===== config.mk =====
export PLATFORM = sky130hd
export DESIGN_NAME = grid_cell_occupancy_map_unit
export DESIGN_NICKNAME = d
export VERILOG_FILES = /design/src/rtl/core/gcom_pkg.sv /design/src/rtl/core/grid_cell_occupancy_map_unit.sv /design/src/rtl/core/gcom_ram.sv
export VERILOG_INCLUDE_DIRS = /design/src /design/src/rtl/core
export SDC_FILE = /design/constraint.sdc
export NUM_CORES = 1
export LEC_CHECK = 0
export BUFFER_PORTS_ARGS = -buffer_cell sky130_fd_sc_hd__buf_4
export CAP_MARGIN = 20
export CELL_PAD_IN_SITES_DETAIL_PLACEMENT = 1
export CELL_PAD_IN_SITES_GLOBAL_PLACEMENT = 2
export CORE_MARGIN = 5
export CORE_UTILIZATION = 35
export CTS_CLUSTER_SIZE = 20
export DETAILED_ROUTE_END_ITERATION = 10
export GPL_TIMING_DRIVEN = 0
export PLACE_DENSITY = 0.71
export SLEW_MARGIN = 10
export SYNTH_ARGS = -nofsm -noshare
export SYNTH_HDL_FRONTEND = slang
export SYNTH_HIERARCHICAL = 1
export SYNTH_SLANG_ARGS = --single-unit
export TNS_END_PERCENT = 100

===== constraint.sdc =====
create_clock -name clk -period 7.1 [get_ports clk]
set_input_delay 1.42 -clock clk [delete_from_list [all_inputs] [get_ports clk]]
set_output_delay 1.42 -clock clk [all_outputs]
set_load 0.02 [all_outputs]

===== src/rtl/core/grid_cell_occupancy_map_unit_assert.svh =====
// Assertion macros for the grid cell occupancy map unit.
`ifndef GRID_CELL_OCCUPANCY_MAP_UNIT_ASSERT_SVH
`define GRID_CELL_OCCUPANCY_MAP_UNIT_ASSERT_SVH

// Same-cycle implication, sampled on clk, off during reset.
`define GCOM_ASSERT_NOW(name, ante, cons, msg) \
    name: assert property (@(posedge clk) disable iff (!rst_n) (ante) |-> (cons)) \
        else $error(msg);

// Next-cycle implication, sampled on clk, off during reset.
`define GCOM_ASSERT_NEXT(name, ante, cons, msg) \
    name: assert property (@(posedge clk) disable iff (!rst_n) (ante) |=> (cons)) \
        else $error(msg);

`endif


===== src/rtl/core/gcom_pkg.sv =====
// Shared types and constants for the grid cell occupancy map unit.
`timescale 1ns / 1ps

package gcom_pkg;

    localparam int MAX_ROWS      = 16;
    localparam int MAX_COLS      = 16;
    localparam int COORD_BITS    = 12;
    localparam int CELL_COUNT    = MAX_ROWS * MAX_COLS;
    localparam int CELL_IDX_BITS = $clog2(CELL_COUNT);
    localparam int ROW_BITS      = $clog2(MAX_ROWS);
    localparam int COL_BITS      = $clog2(MAX_COLS);
    localparam int GRID_BITS     = 5;
    localparam int CENTER_BITS   = COORD_BITS + 1;
    localparam int CFG_IDX_BITS  = 3;
    localparam int CFG_DATA_BITS = COORD_BITS;

    // Register indexes
    localparam logic [CFG_IDX_BITS-1:0] REG_AREA_WIDTH  = 3'd0;
    localparam logic [CFG_IDX_BITS-1:0] REG_AREA_HEIGHT = 3'd1;
    localparam logic [CFG_IDX_BITS-1:0] REG_GRID_ROWS   = 3'd2;
    localparam logic [CFG_IDX_BITS-1:0] REG_GRID_COLS   = 3'd3;
    localparam logic [CFG_IDX_BITS-1:0] REG_ORIGIN_X    = 3'd4;
    localparam logic [CFG_IDX_BITS-1:0] REG_ORIGIN_Y    = 3'd5;

    // Operation modes
    localparam logic [1:0] MODE_QUERY  = 2'd0;
    localparam logic [1:0] MODE_OCCUPY = 2'd1;
    localparam logic [1:0] MODE_FREE   = 2'd2;
    localparam logic [1:0] MODE_CENTER = 2'd3;

    typedef struct packed {
        logic [1:0]            mode;
        logic [COORD_BITS-1:0] point_x;
        logic [COORD_BITS-1:0] point_y;
        logic [ROW_BITS-1:0]   cell_row;
        logic [COL_BITS-1:0]   cell_col;
    } in_t;

    typedef struct packed {
        logic [CELL_IDX_BITS-1:0] cell_index;
        logic                     occupied;
        logic [CENTER_BITS-1:0]   center_x;
        logic [CENTER_BITS-1:0]   center_y;
        logic                     out_of_range;
    } out_t;

endpackage


===== src/rtl/core/grid_cell_occupancy_map_unit.sv =====
// Top level of the grid cell occupancy map unit: sequencer, shared divider, store.
`timescale 1ns / 1ps
`include "grid_cell_occupancy_map_unit_assert.svh"

// Usage:
//   Command channel: drive item and raise start; the word is taken at the clock
//   edge where start is high and busy is low. busy stays high until the result
//   has been issued; one word at a time.
//   Result channel: done pulses for one cycle with the word on result. The
//   receiver cannot stall, so results are issued as soon as they are ready.
//   Config port: cfg_we/cfg_index/cfg_data write a register; indexes past
//   origin_y are ignored. Write only while idle.
// Steps from start accept to done, cell center: check, multiply, read, result;
//   point modes: check, divide x, divide y, range check, multiply, read, result;
//   flagged words finish early. A word after reset or a config write to a
//   register first recomputes cell width and height. Each division uses one
//   shared restoring divider at two quotient bits per cycle.
// Reset: registers return to 640x480, 5 rows, 9 cols, origin 0. The occupancy
//   RAM is then cleared one cell a cycle, all 256 cells, with busy held high.
module grid_cell_occupancy_map_unit (
    input  logic                         clk,
    input  logic                         rst_n,
    input  logic                         start,
    input  gcom_pkg::in_t                item,
    output logic                         busy,
    output logic                         done,
    output gcom_pkg::out_t               result,
    input  logic                         cfg_we,
    input  logic [gcom_pkg::CFG_IDX_BITS-1:0]  cfg_index,
    input  logic [gcom_pkg::CFG_DATA_BITS-1:0] cfg_data
);

    import gcom_pkg::*;

    localparam int DIV_STEPS = COORD_BITS / 2;
    localparam int DCNT_BITS = $clog2(DIV_STEPS);
    localparam int PROD_BITS = COORD_BITS + ROW_BITS;

    localparam logic [3:0] S_CLEAR = 4'd0;
    localparam logic [3:0] S_IDLE  = 4'd1;
    localparam logic [3:0] S_GEOW  = 4'd2;
    localparam logic [3:0] S_GEOH  = 4'd3;
    localparam logic [3:0] S_CHECK = 4'd4;
    localparam logic [3:0] S_DIVX  = 4'd5;
    localparam logic [3:0] S_DIVY  = 4'd6;
    localparam logic [3:0] S_RANGE = 4'd7;
    localparam logic [3:0] S_MUL   = 4'd8;
    localparam logic [3:0] S_READ  = 4'd9;
    localparam logic [3:0] S_DONE  = 4'd10;

    // One restoring step: shift in the next dividend bit, subtract if it fits.
    function automatic logic [2*COORD_BITS-1:0] div_step(
        input logic [COORD_BITS-1:0] rem,
        input logic [COORD_BITS-1:0] quo,
        input logic [COORD_BITS-1:0] den
    );
        logic [COORD_BITS:0] t;
        logic [COORD_BITS:0] diff;
        logic                fit;
        t    = {rem, quo[COORD_BITS-1]};
        diff = t - {1'b0, den};
        fit  = (t >= {1'b0, den});
        return {fit ? diff[COORD_BITS-1:0] : t[COORD_BITS-1:0],
                quo[COORD_BITS-2:0], fit};
    endfunction

    // Configuration registers
    logic [COORD_BITS-1:0] area_width_reg, area_height_reg;
    logic [COORD_BITS-1:0] origin_x_reg, origin_y_reg;
    logic [GRID_BITS-1:0]  grid_rows_reg, grid_cols_reg;
    logic                  geom_dirty_reg;

    // Sequencer and datapath
    logic [3:0]               state_reg, state_next;
    logic [CELL_IDX_BITS-1:0] clr_cnt_reg, clr_cnt_next;
    in_t                      item_reg, item_next;
    logic [COORD_BITS-1:0]    cw_reg, cw_next, ch_reg, ch_next;
    logic [COORD_BITS-1:0]    div_rem_reg, div_rem_next;
    logic [COORD_BITS-1:0]    div_quo_reg, div_quo_next;
    logic [COORD_BITS-1:0]    div_den_reg, div_den_next;
    logic [DCNT_BITS-1:0]     div_cnt_reg, div_cnt_next;
    logic [COORD_BITS-1:0]    col_full_reg, col_full_next;
    logic [ROW_BITS-1:0]      row_reg, row_next;
    logic [COL_BITS-1:0]      col_reg, col_next;
    logic [CELL_IDX_BITS-1:0] idx_reg, idx_next;
    logic [CENTER_BITS-1:0]   cx_reg, cx_next, cy_reg, cy_next;
    logic                     done_reg, done_next;
    out_t                     result_reg, result_next;
    logic                     geom_clean;

    logic [2*COORD_BITS-1:0]  step1, step2;
    logic [COORD_BITS-1:0]    div_out_rem, div_out_quo;
    logic                     div_last;
    logic                     geo_bad;
    logic [PROD_BITS-1:0]     prod_x, prod_y;
    logic [2*GRID_BITS-1:0]   prod_idx;

    logic                     ram_we, ram_wdata, ram_rdata;
    logic [CELL_IDX_BITS-1:0] ram_waddr;

    // Shared divider: two quotient bits per cycle
    assign step1       = div_step(div_rem_reg, div_quo_reg, div_den_reg);
    assign step2       = div_step(step1[2*COORD_BITS-1:COORD_BITS],
                                  step1[COORD_BITS-1:0], div_den_reg);
    assign div_out_rem = step2[2*COORD_BITS-1:COORD_BITS];
    assign div_out_quo = step2[COORD_BITS-1:0];
    assign div_last    = (div_cnt_reg == DCNT_BITS'(DIV_STEPS - 1));

    assign geo_bad = (grid_rows_reg == '0) || (grid_cols_reg == '0) ||
                     (grid_rows_reg > GRID_BITS'(MAX_ROWS)) ||
                     (grid_cols_reg > GRID_BITS'(MAX_COLS)) ||
                     (cw_reg == '0) || (ch_reg == '0);

    assign prod_x   = col_reg * cw_reg;
    assign prod_y   = row_reg * ch_reg;
    assign prod_idx = {{(GRID_BITS-ROW_BITS){1'b0}}, row_reg} * grid_cols_reg;

    always_comb
    begin
        state_next    = state_reg;
        clr_cnt_next  = clr_cnt_reg;
        item_next     = item_reg;
        cw_next       = cw_reg;
        ch_next       = ch_reg;
        div_rem_next  = div_out_rem;
        div_quo_next  = div_out_quo;
        div_den_next  = div_den_reg;
        div_cnt_next  = div_cnt_reg + 1'b1;
        col_full_next = col_full_reg;
        row_next      = row_reg;
        col_next      = col_reg;
        idx_next      = idx_reg;
        cx_next       = cx_reg;
        cy_next       = cy_reg;
        done_next     = 1'b0;
        result_next   = result_reg;
        geom_clean    = 1'b0;

        case (state_reg)
            S_CLEAR:
            begin
                clr_cnt_next = clr_cnt_reg + 1'b1;
                if (clr_cnt_reg == CELL_IDX_BITS'(CELL_COUNT - 1))
                begin
                    state_next = S_IDLE;
                end
            end
            S_IDLE:
            begin
                if (start)
                begin
                    item_next = item;
                    if (geom_dirty_reg)
                    begin
                        div_rem_next = '0;
                        div_quo_next = area_width_reg;
                        div_den_next = COORD_BITS'(grid_cols_reg);
                        div_cnt_next = '0;
                        state_next   = S_GEOW;
                    end
                    else
                    begin
                        state_next = S_CHECK;
                    end
                end
            end
            S_GEOW:
            begin
                if (div_last)
                begin
                    cw_next      = div_out_quo;
                    div_rem_next = '0;
                    div_quo_next = area_height_reg;
                    div_den_next = COORD_BITS'(grid_rows_reg);
                    div_cnt_next = '0;
                    state_next   = S_GEOH;
                end
            end
            S_GEOH:
            begin
                if (div_last)
                begin
                    ch_next    = div_out_quo;
                    geom_clean = 1'b1;
                    state_next = S_CHECK;
                end
            end
            S_CHECK:
            begin
                if (geo_bad)
                begin
                    result_next              = '0;
                    result_next.out_of_range = 1'b1;
                    done_next                = 1'b1;
                    state_next               = S_IDLE;
                end
                else if (item_reg.mode == MODE_CENTER)
                begin
                    row_next = item_reg.cell_row;
                    col_next = item_reg.cell_col;
                    if ((GRID_BITS'(item_reg.cell_row) >= grid_rows_reg) ||
                        (GRID_BITS'(item_reg.cell_col) >= grid_cols_reg))
                    begin
                        result_next              = '0;
                        result_next.out_of_range = 1'b1;
                        done_next                = 1'b1;
                        state_next               = S_IDLE;
                    end
                    else
                    begin
                        state_next = S_MUL;
                    end
                end
                else if ((item_reg.point_x < origin_x_reg) ||
                         (item_reg.point_y < origin_y_reg))
                begin
                    result_next              = '0;
                    result_next.out_of_range = 1'b1;
                    done_next                = 1'b1;
                    state_next               = S_IDLE;
                end
                else
                begin
                    div_rem_next = '0;
                    div_quo_next = item_reg.point_x - origin_x_reg;
                    div_den_next = cw_reg;
                    div_cnt_next = '0;
                    state_next   = S_DIVX;
                end
            end
            S_DIVX:
            begin
                if (div_last)
                begin
                    col_full_next = div_out_quo;
                    div_rem_next  = '0;
                    div_quo_next  = item_reg.point_y - origin_y_reg;
                    div_den_next  = ch_reg;
                    div_cnt_next  = '0;
                    state_next    = S_DIVY;
                end
            end
            S_DIVY:
            begin
                if (div_last)
                begin
                    state_next = S_RANGE;
                end
            end
            S_RANGE:
            begin
                // div_quo holds the row quotient here
                if ((col_full_reg >= COORD_BITS'(grid_cols_reg)) ||
                    (div_quo_reg >= COORD_BITS'(grid_rows_reg)))
                begin
                    result_next              = '0;
                    result_next.out_of_range = 1'b1;
                    done_next                = 1'b1;
                    state_next               = S_IDLE;
                end
                else
                begin
                    row_next   = div_quo_reg[ROW_BITS-1:0];
                    col_next   = col_full_reg[COL_BITS-1:0];
                    state_next = S_MUL;
                end
            end
            S_MUL:
            begin
                idx_next = CELL_IDX_BITS'(prod_idx + (2*GRID_BITS)'(col_reg));
                cx_next  = prod_x[CENTER_BITS-1:0] + CENTER_BITS'(cw_reg >> 1) +
                           CENTER_BITS'(origin_x_reg);
                cy_next  = prod_y[CENTER_BITS-1:0] + CENTER_BITS'(ch_reg >> 1) +
                           CENTER_BITS'(origin_y_reg);
                state_next = S_READ;
            end
            S_READ:
            begin
                state_next = S_DONE;
            end
            S_DONE:
            begin
                result_next.cell_index   = idx_reg;
                result_next.occupied     = ram_rdata;
                result_next.out_of_range = 1'b0;
                if (item_reg.mode == MODE_CENTER)
                begin
                    result_next.center_x = cx_reg;
                    result_next.center_y = cy_reg;
                end
                else
                begin
                    result_next.center_x = '0;
                    result_next.center_y = '0;
                end
                done_next  = 1'b1;
                state_next = S_IDLE;
            end
            default:
            begin
                state_next = S_IDLE;
            end
        endcase
    end

    always_ff @(posedge clk or negedge rst_n)
    begin
        if (!rst_n)
        begin
            state_reg       <= S_CLEAR;
            clr_cnt_reg     <= '0;
            done_reg        <= 1'b0;
            geom_dirty_reg  <= 1'b1;
            area_width_reg  <= COORD_BITS'(640);
            area_height_reg <= COORD_BITS'(480);
            grid_rows_reg   <= GRID_BITS'(5);
            grid_cols_reg   <= GRID_BITS'(9);
            origin_x_reg    <= '0;
            origin_y_reg    <= '0;
            div_cnt_reg     <= '0;
        end
        else
        begin
            state_reg   <= state_next;
            clr_cnt_reg <= clr_cnt_next;
            done_reg    <= done_next;
            div_cnt_reg <= div_cnt_next;
            if (cfg_we)
            begin
                case (cfg_index)
                    REG_AREA_WIDTH:  area_width_reg  <= cfg_data;
                    REG_AREA_HEIGHT: area_height_reg <= cfg_data;
                    REG_GRID_ROWS:   grid_rows_reg   <= cfg_data[GRID_BITS-1:0];
                    REG_GRID_COLS:   grid_cols_reg   <= cfg_data[GRID_BITS-1:0];
                    REG_ORIGIN_X:    origin_x_reg    <= cfg_data;
                    REG_ORIGIN_Y:    origin_y_reg    <= cfg_data;
                    default:         ;
                endcase
            end
            // writes past the register list leave the geometry alone
            if (cfg_we && (cfg_index <= REG_ORIGIN_Y))
            begin
                geom_dirty_reg <= 1'b1;
            end
            else if (geom_clean)
            begin
                geom_dirty_reg <= 1'b0;
            end
        end
    end

    always_ff @(posedge clk)
    begin
        item_reg     <= item_next;
        cw_reg       <= cw_next;
        ch_reg       <= ch_next;
        div_rem_reg  <= div_rem_next;
        div_quo_reg  <= div_quo_next;
        div_den_reg  <= div_den_next;
        col_full_reg <= col_full_next;
        row_reg      <= row_next;
        col_reg      <= col_next;
        idx_reg      <= idx_next;
        cx_reg       <= cx_next;
        cy_reg       <= cy_next;
        result_reg   <= result_next;
    end

    // Occupancy store: cleared after reset, written on occupy and free
    assign ram_we    = (state_reg == S_CLEAR) ||
                       ((state_reg == S_DONE) &&
                        ((item_reg.mode == MODE_OCCUPY) || (item_reg.mode == MODE_FREE)));
    assign ram_waddr = (state_reg == S_CLEAR) ? clr_cnt_reg : idx_reg;
    assign ram_wdata = (state_reg == S_DONE) && (item_reg.mode == MODE_OCCUPY);

    gcom_ram #(
        .WIDTH (1),
        .DEPTH (CELL_COUNT)
    ) u_occ_ram (
        .clk   (clk),
        .we    (ram_we),
        .waddr (ram_waddr),
        .wdata (ram_wdata),
        .raddr (idx_reg),
        .rdata (ram_rdata)
    );

    assign busy   = (state_reg != S_IDLE);
    assign done   = done_reg;
    assign result = result_reg;

    `GCOM_ASSERT_NEXT(a_done_single, done_reg, !done_reg,
        "two result words on back-to-back cycles")
    `GCOM_ASSERT_NOW(a_flagged_zero, done_reg && result_reg.out_of_range,
        (result_reg.cell_index == '0) && !result_reg.occupied &&
        (result_reg.center_x == '0) && (result_reg.center_y == '0),
        "flagged word carries nonzero fields")
    `GCOM_ASSERT_NOW(a_store_write, ram_we && (state_reg != S_CLEAR),
        (state_reg == S_DONE) && !done_reg,
        "store written outside clear pass or result cycle")

endmodule


===== src/rtl/core/gcom_ram.sv =====
// Generic single-write, single-read RAM with registered read data.
`timescale 1ns / 1ps

module gcom_ram #(
    parameter int WIDTH = 1,
    parameter int DEPTH = 256
) (
    input  logic                     clk,
    input  logic                     we,
    input  logic [$clog2(DEPTH)-1:0] waddr,
    input  logic [WIDTH-1:0]         wdata,
    input  logic [$clog2(DEPTH)-1:0] raddr,
    output logic [WIDTH-1:0]         rdata
);

    logic [WIDTH-1:0] mem [DEPTH];

    always_ff @(posedge clk)
    begin
        if (we)
        begin
            mem[waddr] <= wdata;
        end
        rdata <= mem[raddr];
    end

endmodule

==> flow_summary.ini, run 1 <==
[detailed_routing]
wl_met1_um = 33900
highest_layer = met4
wirelength_um = 82700
route.detailed.drc = 0
wl_met3_um = 3470
drt_iter0_markers = 1190
drt.antenna.violating_nets = 0
vias_per_cell = 5.25
wl_met2_um = 42400
wl_per_cell_um = 23.0
via_count = 18873
first_pass_iters = 5

[logic_synthesis]
synth-main-ff-cell = edfxtp_1
yosys.area.top_type = edfxtp_1
yosys.area.top_type_share_pct = 44.8
syn_area_um2 = 27900
yosys_register_bits = 516
yosysSeqAreaShare_pct = 53.4
netlist_instances = 2327
synth_cell_type_count = 90
synth_commonest_cells = edfxtp_1, nor2_1, nand2_1
synth_area_leaders = edfxtp_1, fa_1, dfrtp_1
yosysMostFrequentCell = edfxtp_1
synth_edf_count = 416
syn_avg_cell_area_um2 = 12.0
synth_warnings = 6
ys_async_sr_fraction_pct = 14.5
synth_nets = 2590

[setup_path]
r2r_start = div_den_reg[10]
cp-end-kind = register
path_max_fanout = 10
crit_required_ns = 7.60
r2r_slack_ns = 1.87
rr_endpoint = div_quo_reg[0]
worstSetupStartpointType = register
r2r_cells = 19
critical_path.startpoint = div_den_reg[10]
path_class = reg -> reg
arrival_ns = 5.74

[finish]
layout-drive-gt1-share_pct = 14.1
syn_to_final_growth_pct = 15.0
n_fill_cell = 8402
finish.utilization_pct = 40.6
nets = 2753
design_area_um2 = 32100
largest_reg_flops = 256

[die]
fp.dieW_um = 292
dieArea_um2 = 85400
die_h_um = 292
start_util_pct = 35.3
coreArea_um2 = 79000
rows = 103
ioPinCount = 91

[sta]
worstMarginPinSlew_ns = 1.08
max_clock_freq_ghz = 0.191
skew_ns = 0.0424
rsz0062_at_grt = false
finalHoldViolations = 0
holdWs_ns = 0.487
finalCritPeriodShare_pct = 73.7
finalSetupTns_ns = 0
post-route-min-period_ns = 5.23
setup-violations-final = 0
drv_slew = 0
max_slew_margin_pct = 27.7

[hold_path]
hold_class = reg -> reg
holdPathEnd = clr_cnt_reg[6]
min_path_cells = 1
hold_start = clr_cnt_reg[6]

[global_route]
grt_pass1_vias = 20229
overflow = 0
antenna_found_initial = 1
grt_max_degree = 84
grt_pass1_wl_um = 124000
track_usage_pct = 18.9

[power]
power.density_nw_per_um2 = 382
total_power_uw = 12200
p_leak_uw = 0.0121
irDropWorstVdd_uv = 249

[clock_network]
htree_num_levels = 2
cts_root_buffer = clkbuf_16
ctsHoldBuffers = 0
postCtsSetupRepairBufs = 0
cts_buffers = 60
cts_tree = built
clk_latency_ns = 0.63
cts_resized = 0
clock_path_buffers = 3
path_clk_slew_ns = 0.06
cts.sinks = 516

[place]
dpl_cell_area_um2 = 30000
gp_congestion = 0.856
hpwl_um = 62400
portBuffers = 90

[job]
drv_cap = 0

[outcome]
outcome = complete, no violations
## area by class of cell
cell class                 count  area, um^2  area share, %
clock inverter                44         450           1.41
multi-input combinational   1523       11800           36.9
timing repair buffer         101         853           2.66
antenna                        2        5.00         0.0156
inverter                     183         689           2.15
sequential                   516       14900           46.4
tap                         1050        1310           4.10
clock buffer                  69        1540           4.79
buffer                       105         489           1.53
## through the flow
stage          cells  setup slack, ns
5_1_grt         3591             1.43
3_5_place_dp    3477             1.87
3_3_place_gp    3467            -1.80
2_1_floorplan   2327             1.50
4_1_cts         3590             1.85
6_report        3593             1.87
## cells by family after synthesis
logic type                 after synthesis  synth area share, %
DFF                                    516                 53.4
muxes                                  152                 7.60
adders and majority gates              210                 11.9
buffers and inverters                  288                 4.23
and+or+nand+nor                        776                 13.0
AOI/OAI and AO/OA                      308                 7.48
xor gates and xnor gates                77                 2.42
## critical path: stages (launching register included)
cell	delay (ns)
edfxtp_1	0.35
inv_1	0.11
ha_1	0.31
a21o_1	0.20
a211oi_1	0.38
o311ai_1	0.17
o21ai_1	0.34
buf_2	0.30
mux2_2	0.38
inv_1	0.10
ha_1	0.24
nor2b_1	0.15
o31ai_1	0.51
a21boi_2	0.15
a311oi_2	0.33
o21ai_2	0.14
nor3_4	0.37
inv_4	0.14
a211oi_1	0.29
o32ai_1	0.13
## how the worst max path moves through the flow
stage / to / slack, ns / cells past startpoint
after CTS: div_quo_reg[0] / 1.85 / 19
after floorplan: u_occ_ram/mem[0] / 1.50 / 6
after detailed placement: div_quo_reg[0] / 1.87 / 19
after global routing: div_quo_reg[0] / 1.43 / 20
final: div_quo_reg[0] / 1.87 / 19
after global placement: u_occ_ram/mem[158] / -1.80 / 6
## metal layers
metal	vias up	track usage (%)
li1	8595	-
met1	9701	23.3
met2	429	34.0
met3	148	2.72
met4	0	6.35
met5	-	0
## cells in the final DEF, fill, tap and decap left out, drive strengths merged, types with 23 or more instances in the layout
master / n
edfxtp: 416
nor2: 331
inv: 191
nand2: 184
clkbuf: 144
buf: 131
ha: 118
fa: 92
o21ai: 78
and2: 66
dfrtp: 64
xnor2: 63
a21oi: 58
mux2i: 57
mux2: 53
mux4: 42
and3: 36
nand3: 32
o22ai: 27
dfxtp: 25
nor3: 23
## power breakdown
| group | switching, uW | internal [uW] | total, uW | leakage (uW) |
|---|---|---|---|---|
| Clock | 1320 | 1790 | 3110 | 0.000941 |
| Sequential | 271 | 3700 | 3970 | 0.00502 |
| Combinational | 3070 | 2090 | 5150 | 0.00614 |
No activity file was read; power rests on OpenSTA's default activity.
==> run 2, diff against run 1 <==
==> constraint.sdc (replaced) <==
create_clock -name clk -period 5 [get_ports clk]
set_input_delay 1 -clock clk [delete_from_list [all_inputs] [get_ports clk]]
set_output_delay 1 -clock clk [all_outputs]
set_load 0.02 [all_outputs]
==> flow_summary.ini, run 2 (synthesized netlist as in run 1, its figures left out) <==
[clock_network]
cts.sinks = 516
cts_root_buffer = clkbuf_16
cts_buffers = 58
htree_num_levels = 2
path_clk_slew_ns = 0.07
cts_tree = built
clk_latency_ns = 0.64
clock_path_buffers = 3

[place]
gp_congestion = 0.872
portBuffers = 90
hpwl_um = 62100
dpl_worst_slack_ns = -0.301
dpl_cell_area_um2 = 30000

[setup_path]
cp-end-kind = register
worstSetupStartpointType = register
path_max_fanout = 10
path_class = reg -> reg
slowest_delay_ns = 0.49
crit_required_ns = 5.50
r2r_cells = 19
crit_chain = inv_1, ha_1, clkbuf_1, nand4_1, o311ai_1, o21ai_2, clkbuf_4, inv_1, mux2_2, ha_1, or4_4, nor2_2, a21boi_2, a311oi_2, o21ai_2, nor3_4, inv_4, a211oi_1, o32ai_1
r2r_start = div_den_reg[3]
r2r_slack_ns = 0.29
arrival_ns = 5.22
rr_endpoint = div_quo_reg[0]
cp_slowest_cell = or4_4

[detailed_routing]
via_count = 18707
route.detailed.drc = 0
wl_per_cell_um = 22.8
vias_per_cell = 5.21
drt.antenna.violating_nets = 0
first_pass_iters = 5
drt_iter0_markers = 1177
wirelength_um = 81700

[power]
power.density_nw_per_um2 = 543
total_power_uw = 17400
p_leak_uw = 0.0121
irDropWorstVdd_uv = 329

[global_route]
grt_max_degree = 86
overflow = 0
track_usage_pct = 18.9
grt_pass1_wl_um = 124000
antenna_found_initial = 0
grt_pass1_vias = 20324

[sta]
finalCritPeriodShare_pct = 94.3
finalHoldViolations = 0
post-route-min-period_ns = 4.71
setup-violations-final = 0
max_clock_freq_ghz = 0.212
setup_ws_ns = 0.287
finalSetupTns_ns = 0
drv_slew = 0
rsz0062_at_grt = false
max_slew_margin_pct = 25.8
holdWs_ns = 0.361
worstMarginPinSlew_ns = 1.11
skew_ns = 0.0385

[finish]
n_antenna_cell = 0
final_cell_mix = edfxtp_1, nor2_1, nand2_1
largest_reg_flops = 256
design_area_um2 = 32000
nets = 2755
multi_input_area_um2 = 11900
syn_to_final_growth_pct = 15.0
n_fill_cell = 8387
layout-drive-gt1-share_pct = 14.4
seqCellArea_um2 = 14900
final_common_cell = edfxtp_1

[die]
fp.dieW_um = 292
rows = 103
ioPinCount = 91
start_util_pct = 35.3
die_h_um = 292
coreArea_um2 = 79000
dieArea_um2 = 85400

[outcome]
outcome = complete, no violations

[job]
drv_cap = 0

[hold_path]
hold_class = in -> async
-- run 2: cell types whose count changed in the layout (fill, tap and decap cells not counted), moves of 2 or more --
cell	change
clkbuf_1	-2
diode_2	-2
clkbuf_2	+4
inv_6	-4
clkinv_2	+3
clkinvlp_4	-4
buf_2	-2
buf_4	+5
-- run 2: layer usage --
layer / wire length, um / global-route usage [%] / vias to the layer above
met5: 0 / 0 / -
met4: 3050 / 6.55 / 0
met3: 2870 / 2.45 / 137
met2: 41800 / 33.9 / 370
met1: 34000 / 23.5 / 9620
li1: - / - / 8580
-- run 2: critical path: cells and delay by family, from the launching register on --
| family | cells | cell delay, ns |
|---|---|---|
| simple gates | 4 | 1.02 |
| fa+ha+maj | 2 | 0.50 |
| flops | 1 | 0.33 |
| mux | 1 | 0.39 |
| compound gates | 7 | 1.44 |
| buf+inv | 5 | 0.89 |
-- run 2: stage by stage --
stage	std cells	util, %
2_1_floorplan	2327	-
6_report	3591	40.6
3_5_place_dp	3477	38.0
3_3_place_gp	3467	37.8
5_1_grt	3591	40.6
4_1_cts	3587	40.5
-- run 2: how the worst max path moves through the flow --
| stage | start | cells past startpoint | slack [ns] | endpoint |
|---|---|---|---|---|
| 6_report | div_den_reg[3] | 19 | 0.29 | div_quo_reg[0] |
| 5_1_grt | row_reg[1] | 16 | 0.06 | cy_reg[12] |
| 4_1_cts | div_den_reg[10] | 20 | 0.04 | div_quo_reg[0] |
| 3_5_place_dp | div_den_reg[1] | 19 | -0.30 | div_quo_reg[0] |
| 3_3_place_gp | state_reg[2] | 6 | -0.97 | u_occ_ram/mem[191] |
| 2_1_floorplan | div_den_reg[1] | 19 | 0.74 | div_quo_reg[0] |
-- run 2: what timing repair did --
| item | 4_1_cts | 5_1_grt |
|---|---|---|
| endpoints found under the setup margin | 15 | 13 |
| hold buffers | 0 | 0 |
| buffers inserted | 1 | 3 |
| gates resized for setup | 3 | 12 |
| pin swaps | 1 | 1 |
-- run 2: report_power, final --
group          switching (uW)  internal [uW]  leakage [uW]
sequential                376           5250       0.00502
combinational            4380           3020       0.00617
clock                    1820           2530      0.000932
total                    6580          10800        0.0121
-- run 2: final cells by class --
cell class / instances / area share, %
plain buffers: 105 / 1.55
clock buffers: 70 / 4.74
clock inverters: 39 / 1.31
inverters: 183 / 2.15
multi-input cells: 1523 / 37.0
flip-flops and latches: 516 / 46.4
well taps: 1050 / 4.10
repair buffers: 105 / 2.73
